<file path="src/hdl/line_source_potential_avg_defines.svh">
// Assertion macros shared by the line source potential averaging block.
// No dependencies; included by the files that carry assertions.
`ifndef LINE_SOURCE_POTENTIAL_AVG_DEFINES_SVH
`define LINE_SOURCE_POTENTIAL_AVG_DEFINES_SVH

// Same-cycle implication under the active-low reset.
`define LSPA_ASSERT_IMP(lbl, clk, rstn, ante, cons) \
  lbl: assert property (@(posedge clk) disable iff (!rstn) (ante) |-> (cons)) \
    else $error("line source potential assertion failed");

// Next-cycle implication under the active-low reset.
`define LSPA_ASSERT_NXT(lbl, clk, rstn, ante, cons) \
  lbl: assert property (@(posedge clk) disable iff (!rstn) (ante) |=> (cons)) \
    else $error("line source potential assertion failed");

`endif

</file>
<file path="src/hdl/lspa_pkg.sv">
// Package for the line source potential averaging block.
// Holds fixed widths, constants, datapath operations and control structs.
package lspa_pkg;

  localparam int DW       = 64;
  localparam int SUM_W    = 48;
  localparam int DIV_W    = 48;
  localparam int LOG_FRAC = 28;
  localparam int CFG_W    = 32;
  localparam int CFG_IDX_W = 2;
  localparam int PCNT_W   = 13;

  localparam logic [27:0] KCOEF = 28'd236905676;

  localparam logic [CFG_IDX_W-1:0] CFG_LENGTH = 2'd0;
  localparam logic [CFG_IDX_W-1:0] CFG_RADIUS = 2'd1;
  localparam logic [CFG_IDX_W-1:0] CFG_COUNT  = 2'd2;

  localparam logic [31:0] S32_MAX = 32'h7fff_ffff;
  localparam logic [31:0] S32_MIN = 32'h8000_0000;

  typedef enum logic [4:0] {
    OP_NONE,
    OP_LZERO,
    OP_NORM,
    OP_SQA,
    OP_SQB,
    OP_SQRT,
    OP_ROOT,
    OP_NUMDEN,
    OP_BAD,
    OP_LOGI,
    OP_LZ,
    OP_LSQI,
    OP_LSQ,
    OP_LSTORE,
    OP_MUL0,
    OP_MUL1,
    OP_DIVI,
    OP_DIV,
    OP_SCALE,
    OP_ACC,
    OP_MEAN
  } lspa_op_e;

  typedef struct packed {
    lspa_op_e op;
    logic     sel;
    logic     load;
    logic     out_load;
  } lspa_cmd_t;

  typedef struct packed {
    logic norm_ok;
    logic cnt_last;
    logic lz_top;
    logic l_zero;
    logic bad;
    logic grp_last;
    logic out_free;
  } lspa_stat_t;

endpackage

</file>
<file path="src/hdl/lspa_ctrl.sv">
// Sequencing state machine of the line source potential averaging block.
// Issues datapath operations from status flags; depends on lspa_pkg.
module lspa_ctrl (
  input  logic                 clk_i,
  input  logic                 rst_ni,
  input  logic                 in_valid_i,
  output logic                 in_ready_o,
  input  lspa_pkg::lspa_stat_t stat_i,
  output lspa_pkg::lspa_cmd_t  cmd_o
);
  import lspa_pkg::*;

  typedef enum logic [21:0] {
    S_IDLE   = 22'd1,
    S_LZERO  = 22'd2,
    S_NORM   = 22'd4,
    S_SQA    = 22'd8,
    S_SQB    = 22'd16,
    S_SQRT   = 22'd32,
    S_ROOT   = 22'd64,
    S_NUMDEN = 22'd128,
    S_CHK    = 22'd256,
    S_LZ     = 22'd512,
    S_LSQI   = 22'd1024,
    S_LSQ    = 22'd2048,
    S_LSTORE = 22'd4096,
    S_MUL0   = 22'd8192,
    S_MUL1   = 22'd16384,
    S_DIVI   = 22'd32768,
    S_DIV    = 22'd65536,
    S_SCALE  = 22'd131072,
    S_ACC    = 22'd262144,
    S_MDIV   = 22'd524288,
    S_MEAN   = 22'd1048576,
    S_DONE   = 22'd2097152
  } lspa_state_e;

  lspa_state_e state_q, state_d;
  logic        sel_q, sel_d;

  assign in_ready_o = (state_q == S_IDLE);

  always_comb begin
    state_d          = state_q;
    sel_d            = sel_q;
    cmd_o.op         = OP_NONE;
    cmd_o.sel        = sel_q;
    cmd_o.load       = 1'b0;
    cmd_o.out_load   = 1'b0;
    unique case (state_q)
      S_IDLE: begin
        sel_d = 1'b0;
        if (in_valid_i) begin
          cmd_o.load = 1'b1;
          state_d    = stat_i.l_zero ? S_LZERO : S_NORM;
        end
      end
      S_LZERO: begin
        cmd_o.op = OP_LZERO;
        state_d  = S_ACC;
      end
      S_NORM: begin
        cmd_o.op = OP_NORM;
        if (stat_i.norm_ok) begin
          state_d = S_SQA;
        end
      end
      S_SQA: begin
        cmd_o.op = OP_SQA;
        state_d  = S_SQB;
      end
      S_SQB: begin
        cmd_o.op = OP_SQB;
        state_d  = S_SQRT;
      end
      S_SQRT: begin
        cmd_o.op = OP_SQRT;
        if (stat_i.cnt_last) begin
          state_d = S_ROOT;
        end
      end
      S_ROOT: begin
        cmd_o.op = OP_ROOT;
        if (!sel_q) begin
          sel_d   = 1'b1;
          state_d = S_NORM;
        end else begin
          state_d = S_NUMDEN;
        end
      end
      S_NUMDEN: begin
        cmd_o.op = OP_NUMDEN;
        state_d  = S_CHK;
      end
      S_CHK: begin
        sel_d = 1'b0;
        if (stat_i.bad) begin
          cmd_o.op = OP_BAD;
          state_d  = S_ACC;
        end else begin
          cmd_o.op = OP_LOGI;
          state_d  = S_LZ;
        end
      end
      S_LZ: begin
        cmd_o.op = OP_LZ;
        if (stat_i.lz_top) begin
          state_d = S_LSQI;
        end
      end
      S_LSQI: begin
        cmd_o.op = OP_LSQI;
        state_d  = S_LSQ;
      end
      S_LSQ: begin
        cmd_o.op = OP_LSQ;
        if (stat_i.cnt_last) begin
          state_d = S_LSTORE;
        end
      end
      S_LSTORE: begin
        cmd_o.op = OP_LSTORE;
        if (!sel_q) begin
          sel_d   = 1'b1;
          state_d = S_LZ;
        end else begin
          state_d = S_MUL0;
        end
      end
      S_MUL0: begin
        cmd_o.op = OP_MUL0;
        state_d  = S_MUL1;
      end
      S_MUL1: begin
        cmd_o.op = OP_MUL1;
        state_d  = S_DIVI;
      end
      S_DIVI: begin
        cmd_o.op = OP_DIVI;
        state_d  = S_DIV;
      end
      S_DIV: begin
        cmd_o.op = OP_DIV;
        if (stat_i.cnt_last) begin
          state_d = S_SCALE;
        end
      end
      S_SCALE: begin
        cmd_o.op = OP_SCALE;
        state_d  = S_ACC;
      end
      S_ACC: begin
        cmd_o.op = OP_ACC;
        state_d  = stat_i.grp_last ? S_MDIV : S_DONE;
      end
      S_MDIV: begin
        cmd_o.op = OP_DIV;
        if (stat_i.cnt_last) begin
          state_d = S_MEAN;
        end
      end
      S_MEAN: begin
        cmd_o.op = OP_MEAN;
        state_d  = S_DONE;
      end
      S_DONE: begin
        if (stat_i.out_free) begin
          cmd_o.out_load = 1'b1;
          state_d        = S_IDLE;
        end
      end
      default: begin
        state_d = S_IDLE;
      end
    endcase
  end

  always_ff @(posedge clk_i or negedge rst_ni) begin
    if (!rst_ni) begin
      state_q <= S_IDLE;
      sel_q   <= 1'b0;
    end else begin
      state_q <= state_d;
      sel_q   <= sel_d;
    end
  end

endmodule

</file>
<file path="config.mk">
export PLATFORM = sky130hd
export DESIGN_NAME = lspa_ctrl
export DESIGN_NICKNAME = d
export VERILOG_FILES = /design/src/hdl/line_source_potential_avg_defines.svh /design/src/hdl/lspa_pkg.sv /design/src/hdl/lspa_ctrl.sv
export SDC_FILE = /design/constraint.sdc
export NUM_CORES = 1
export LEC_CHECK = 0
export BUFFER_PORTS_ARGS = -buffer_cell sky130_fd_sc_hd__buf_2
export CAP_MARGIN = 20
export CORE_UTILIZATION = 58
export CTS_CLUSTER_DIAMETER = 80
export CTS_CLUSTER_SIZE = 24
export DETAILED_ROUTE_END_ITERATION = 8
export MAX_ROUTING_LAYER = met4
export PLACE_DENSITY = 0.86
export SETUP_SLACK_MARGIN = 0.5
export SYNTH_ARGS = -nofsm -noshare
export SYNTH_HDL_FRONTEND = slang
export SYNTH_SLANG_ARGS = --single-unit
export TNS_END_PERCENT = 1
</file>
<file path="constraint.sdc">
create_clock -name clk_i -period 3.2 [get_ports clk_i]
set_input_delay 0.32 -clock clk_i [delete_from_list [all_inputs] [get_ports clk_i]]
set_output_delay 0.32 -clock clk_i [all_outputs]
set_load 0.1 [all_outputs]
</file>
# Word-level counts from Yosys, hierarchy flattened
# Index checks and enable logic that the tools add are counted.
dict set report op_classes {
  reduce_logical 6
  eq_ne 30
  muxes 21
}
# cell count
set op_table {}
lappend op_table {{22-bit case mux with 21 select lines} 1}
lappend op_table {{22-bit two-way mux} 9}
lappend op_table {{5-bit case mux with 19 select lines} 1}
lappend op_table {{22-bit by 1-bit == test with 1-bit output (second input constant)} 1}
lappend op_table {{22-bit by 10-bit == test with 1-bit output (second input constant)} 1}
lappend op_table {{22-bit by 11-bit == test with 1-bit output (second input constant)} 1}
lappend op_table {{22-bit by 12-bit == test with 1-bit output (second input constant)} 1}
lappend op_table {{22-bit by 13-bit == test with 1-bit output (second input constant)} 1}
lappend op_table {{22-bit by 14-bit == test with 1-bit output (second input constant)} 1}
lappend op_table {{22-bit by 15-bit == test with 1-bit output (second input constant)} 1}
lappend op_table {{22-bit by 16-bit == test with 1-bit output (second input constant)} 1}
lappend op_table {{22-bit by 17-bit == test with 1-bit output (second input constant)} 1}
lappend op_table {{22-bit by 18-bit == test with 1-bit output (second input constant)} 1}
lappend op_table {{22-bit by 19-bit == test with 1-bit output (second input constant)} 1}
lappend op_table {{22-bit by 2-bit == test with 1-bit output (second input constant)} 1}
lappend op_table {{22-bit by 20-bit == test with 1-bit output (second input constant)} 1}
lappend op_table {{22-bit by 21-bit == test with 1-bit output (second input constant)} 1}
lappend op_table {{22-bit == test (second input constant)} 1}
lappend op_table {{22-bit by 3-bit == test with 1-bit output (second input constant)} 1}
lappend op_table {{22-bit by 4-bit == test with 1-bit output (second input constant)} 1}
lappend op_table {{22-bit by 5-bit == test with 1-bit output (second input constant)} 1}
lappend op_table {{22-bit by 6-bit == test with 1-bit output (second input constant)} 1}
lappend op_table {{22-bit by 7-bit == test with 1-bit output (second input constant)} 1}
lappend op_table {{22-bit by 8-bit == test with 1-bit output (second input constant)} 1}
lappend op_table {{11 further kinds} 25}
dict set report totals {
  in_bits 10
  ff_bits 23
  output_inout_bits 9
}

# Depth between registers and ports, before layout
dict set report depth {
  depth_word 3
  ltp_mapped 9
}

# Least setup slack after synthesis
# No wires, ideal clock.
dict set report synth_path {
  path_kind {register to output}
  start {register state_q[5]}
  end {output port cmd_o[6] (netlist name)}
  required_ns 2.880
  setup_slack_ns -1.116
  arrival_ns 3.996
  stages_incl_launch_ff 7
  path_buffers 2
  cell_sequence {dfrtp_1 > buf_6 > or4_4 > buf_6 > nor4_2 > nand2_1 > o31ai_1}
}
# item line
set synth_rtl {}
lappend synth_rtl {{start: declaration} lspa_ctrl.sv:38} ;# lspa_state_e state_q, state_d;
lappend synth_rtl {{start signal: assignment} lspa_ctrl.sv:183} ;# state_q <= state_d;
lappend synth_rtl {{end: declaration} lspa_ctrl.sv:9} ;# output lspa_pkg::lspa_cmd_t cmd_o

==> summary.md <==
| Metric | Value |
|---|---|
| Share of cells above drive strength 1 | 47.4% |
| Worst Path Required | 2.88 ns |
| Root Driver | clkbuf_4 |
| Period minus WS final | ~2.9 ns |
| Syn avg cell area | approximately 8.5 um^2 |
| Tightest Hold Check Type | primary input to flip-flop |
| Non-Filler Instances | 278 |
| Pins over their slew limit | 0 |
| Global-route usage over all layers | 38.0% |
| Fmax | 347 MHz |
| Unique masters post-synth | 50 |
| Drt via density | 7.25 |
| Synthesized flop and latch total | 23 |
| Hold slack | 0.171 ns |
| Fin nets | 258 |
| Initial DRC count | between 200 and 300 |
| Cells after synthesis | 204 |
| Starting Density | 62.0% |
| Reg2reg setup slack | around 0.32 ns |
| DRC | 0 |
| Area leader, netlist | dfrtp_1 |
| Final hold viol count | 0 |
| Synth Flop Type | dfrtp_1 |
| IO Count | 19 |
| Core area | 2780 um^2 |
| Htree depth | 1 |
| Yosys top cell area share | 31.9% |
| N_diodes | 0 |
| Count leader, synth | nor2_1 |
| Kind of critical path | flip-flop to output pin |
| GR Layer Usage met1 | 49.3% |
| Outcome | finished clean |
| Mapped cell area | around 1700 um^2 |
| Max-cap violation count | 0 |
| Cell count after placement | 243 |
| Die ar. | between 3000 and 4000 um^2 |
| Crit-path max FO | 6 |
| Routability Congestion | ~0.93 |
| Area growth syn-to-layout | 37.6% |
| Leakage | around 1.0 nW |
| Maximum number of pins on one net before global-route repair | 24 |
| Setup crit start kind | flip-flop |
| Clock transition at the registers of the reported paths | 0.14 ns |
| VDD IR-drop max | 1130 uV |
| CP arrival | 2.56 ns |
| PwrDens | around 790 nW/um^2 |
| Crit share post-route | 90.0% |
| RSZ-0062 raised after global routing | true |
| Via count | 2015 |
| Grt ovf | 0 |
| Synth cell count leaders | 26 x nor2_1, 22 x dfrtp_1, 17 x nand2_1 |
| Synth warnings | 0 |
| First-pass GRT wire length | 9140 um |
| Met2 GRT Util | around three fifths |
| Seq/Total Area, Yosys | 33.4% |
| Met3 Use GR | 5.76% |
| Ys async rst share | 100% |
| CTS Buffer Depth | 2 |
| Top cells by area, synth | dfrtp_1 32%, nor2_1 5.7%, nor3_1 4.6%, buf_6 4.6%, nor4_1 4.0% |
| Detailed Routing Iterations Pass 1 | 5 |
| # fillers | approximately 140 |
| Vias in the first global route | 1853 |
| CTS tree | built |
| I/O Buffers | 18 |
| Global route hottest layer | met2 |
| Post-Route WL | between 6000 and 7000 um |
| Setup crit end kind | output pin |
| Die width | between 50 and 60 um |
| Antenna-violating nets left | 0 |
| Hpwl dp | 3730 um |
| Worst Tran Pin Value | 0.560 ns |
| WL per Instance | about 22 um |
| Final Setup Violations | 0 |
| Setup TNS | 0 ns |
| Initial antenna violation count | 0 |
| Max-slew headroom | roughly three fifths |
| Row count | 19 |
| Syn Nets | 214 |
| Sink Count | 23 |
| Clock Skews | 0.0217 ns |
| Worst skew pair latency | 0.33 ns |
| CTS Buf Count | 3 |
| DIE HEIGHT | between 50 and 60 um |
| Post-synth EDFFs | 0 |
final timing paths:
check                       startpoint          end  cells past startpoint
setup / recovery           state_q[17]     cmd_o[4]                      8
hold / removal               stat_i[1]  state_q[21]                      2
setup reg to reg            state_q[4]  state_q[16]                      8
hold reg to reg            state_q[14]  state_q[16]                      1
max in group asynchronous       rst_ni   state_q[1]                      2
min in group asynchronous       rst_ni  state_q[10]                      2
power by group:
| part | switching (mW) | leakage [nW] | internal [mW] |
|---|---|---|---|
| sequential | 0.0659 | 0.300 | 0.326 |
| combinational | 0.849 | 0.710 | 0.505 |
| clock | 0.0926 | 0.0150 | 0.0488 |
cells by family after synthesis:
group | after synthesis | share of synthesized area, %
and+or+nand+nor | 120 | 40.1
DFF | 23 | 33.4
AOI/OAI and AO/OA | 30 | 12.4
buffers and inverters | 21 | 8.85
xor gates and xnor gates | 8 | 4.06
muxes | 2 | 1.16
cell usage in the layout, fill, tap and decap left out, types with 3 or more instances in the layout:
cell type  count
a21oi_1        3
and3_1         3
buf_12         5
buf_2         11
buf_4         36
clkbuf_4       4
dfrtp_1       12
dfrtp_2       10
inv_1          3
nand2_1       12
nand2_2        3
nand2b_1       4
nand3_1        5
nand3b_1       3
nand4_1        5
nor2_1        22
nor3_1        10
nor3_2         3
nor3_4         3
nor4_1         4
nor4_2         4
nor4_4         5
o21ai_0        6
o22ai_1        3
or2_2          3
or4_4          7
or4b_2         4
xnor2_1        4
xor2_1         4
through the flow:
step                worst slack, ns  cell area, um^2  util, %  total power [mW]
floorplan                     0.264             1770        -              1.14
global placement              0.392             1880     67.4              1.36
CTS                           0.377             2220     79.8              1.71
finish                        0.319             2370     85.4              1.89
global route                  0.283             2370     85.4              1.95
detailed placement            0.285             1880     67.4              1.38
flip-flops by register name, summed over array words and instances, names as in the netlist:
name and count:
state_q 22, sel_q 1
per-layer routing:
metal / vias up / share of wire, % / routed length, um
met5: - / 0 / 0
met4: 0 / 5.6 / 339
met3: 48 / 10 / 635
met2: 173 / 47 / 2870
met1: 943 / 37 / 2270
li1: 851 / - / -
critical path, cell delays in order (launching register included):
cell and delay [ns]:
dfrtp_2 0.49, or4_4 0.57, nor4_4 0.30, buf_6 0.18, nand2_4 0.10, nor3_4 0.17, a221oi_4 0.11, o21ai_2 0.11
buf_12 0.19
repair_timing:
| item | 4_1_cts | 5_1_grt |
|---|---|---|
| pin swaps | 7 | 9 |
| buffers inserted | 18 | 12 |
| endpoints found under the setup margin | 17 | 19 |
| endpoints found under the hold margin | 22 | 0 |
| gates resized for setup | 41 | 15 |
| hold buffers | 1 | 0 |
final cells by class:
cell class	instances	area [um^2]	area share [%]
sequential	23	589	24.8
multi-input combinational	160	1240	52.2
inverter	4	15.0	0.632
clock buffer	4	26.3	1.11
timing repair buffer	56	465	19.6
tap	31	38.8	1.63
Note: power is estimated with default switching activity, not from simulation.
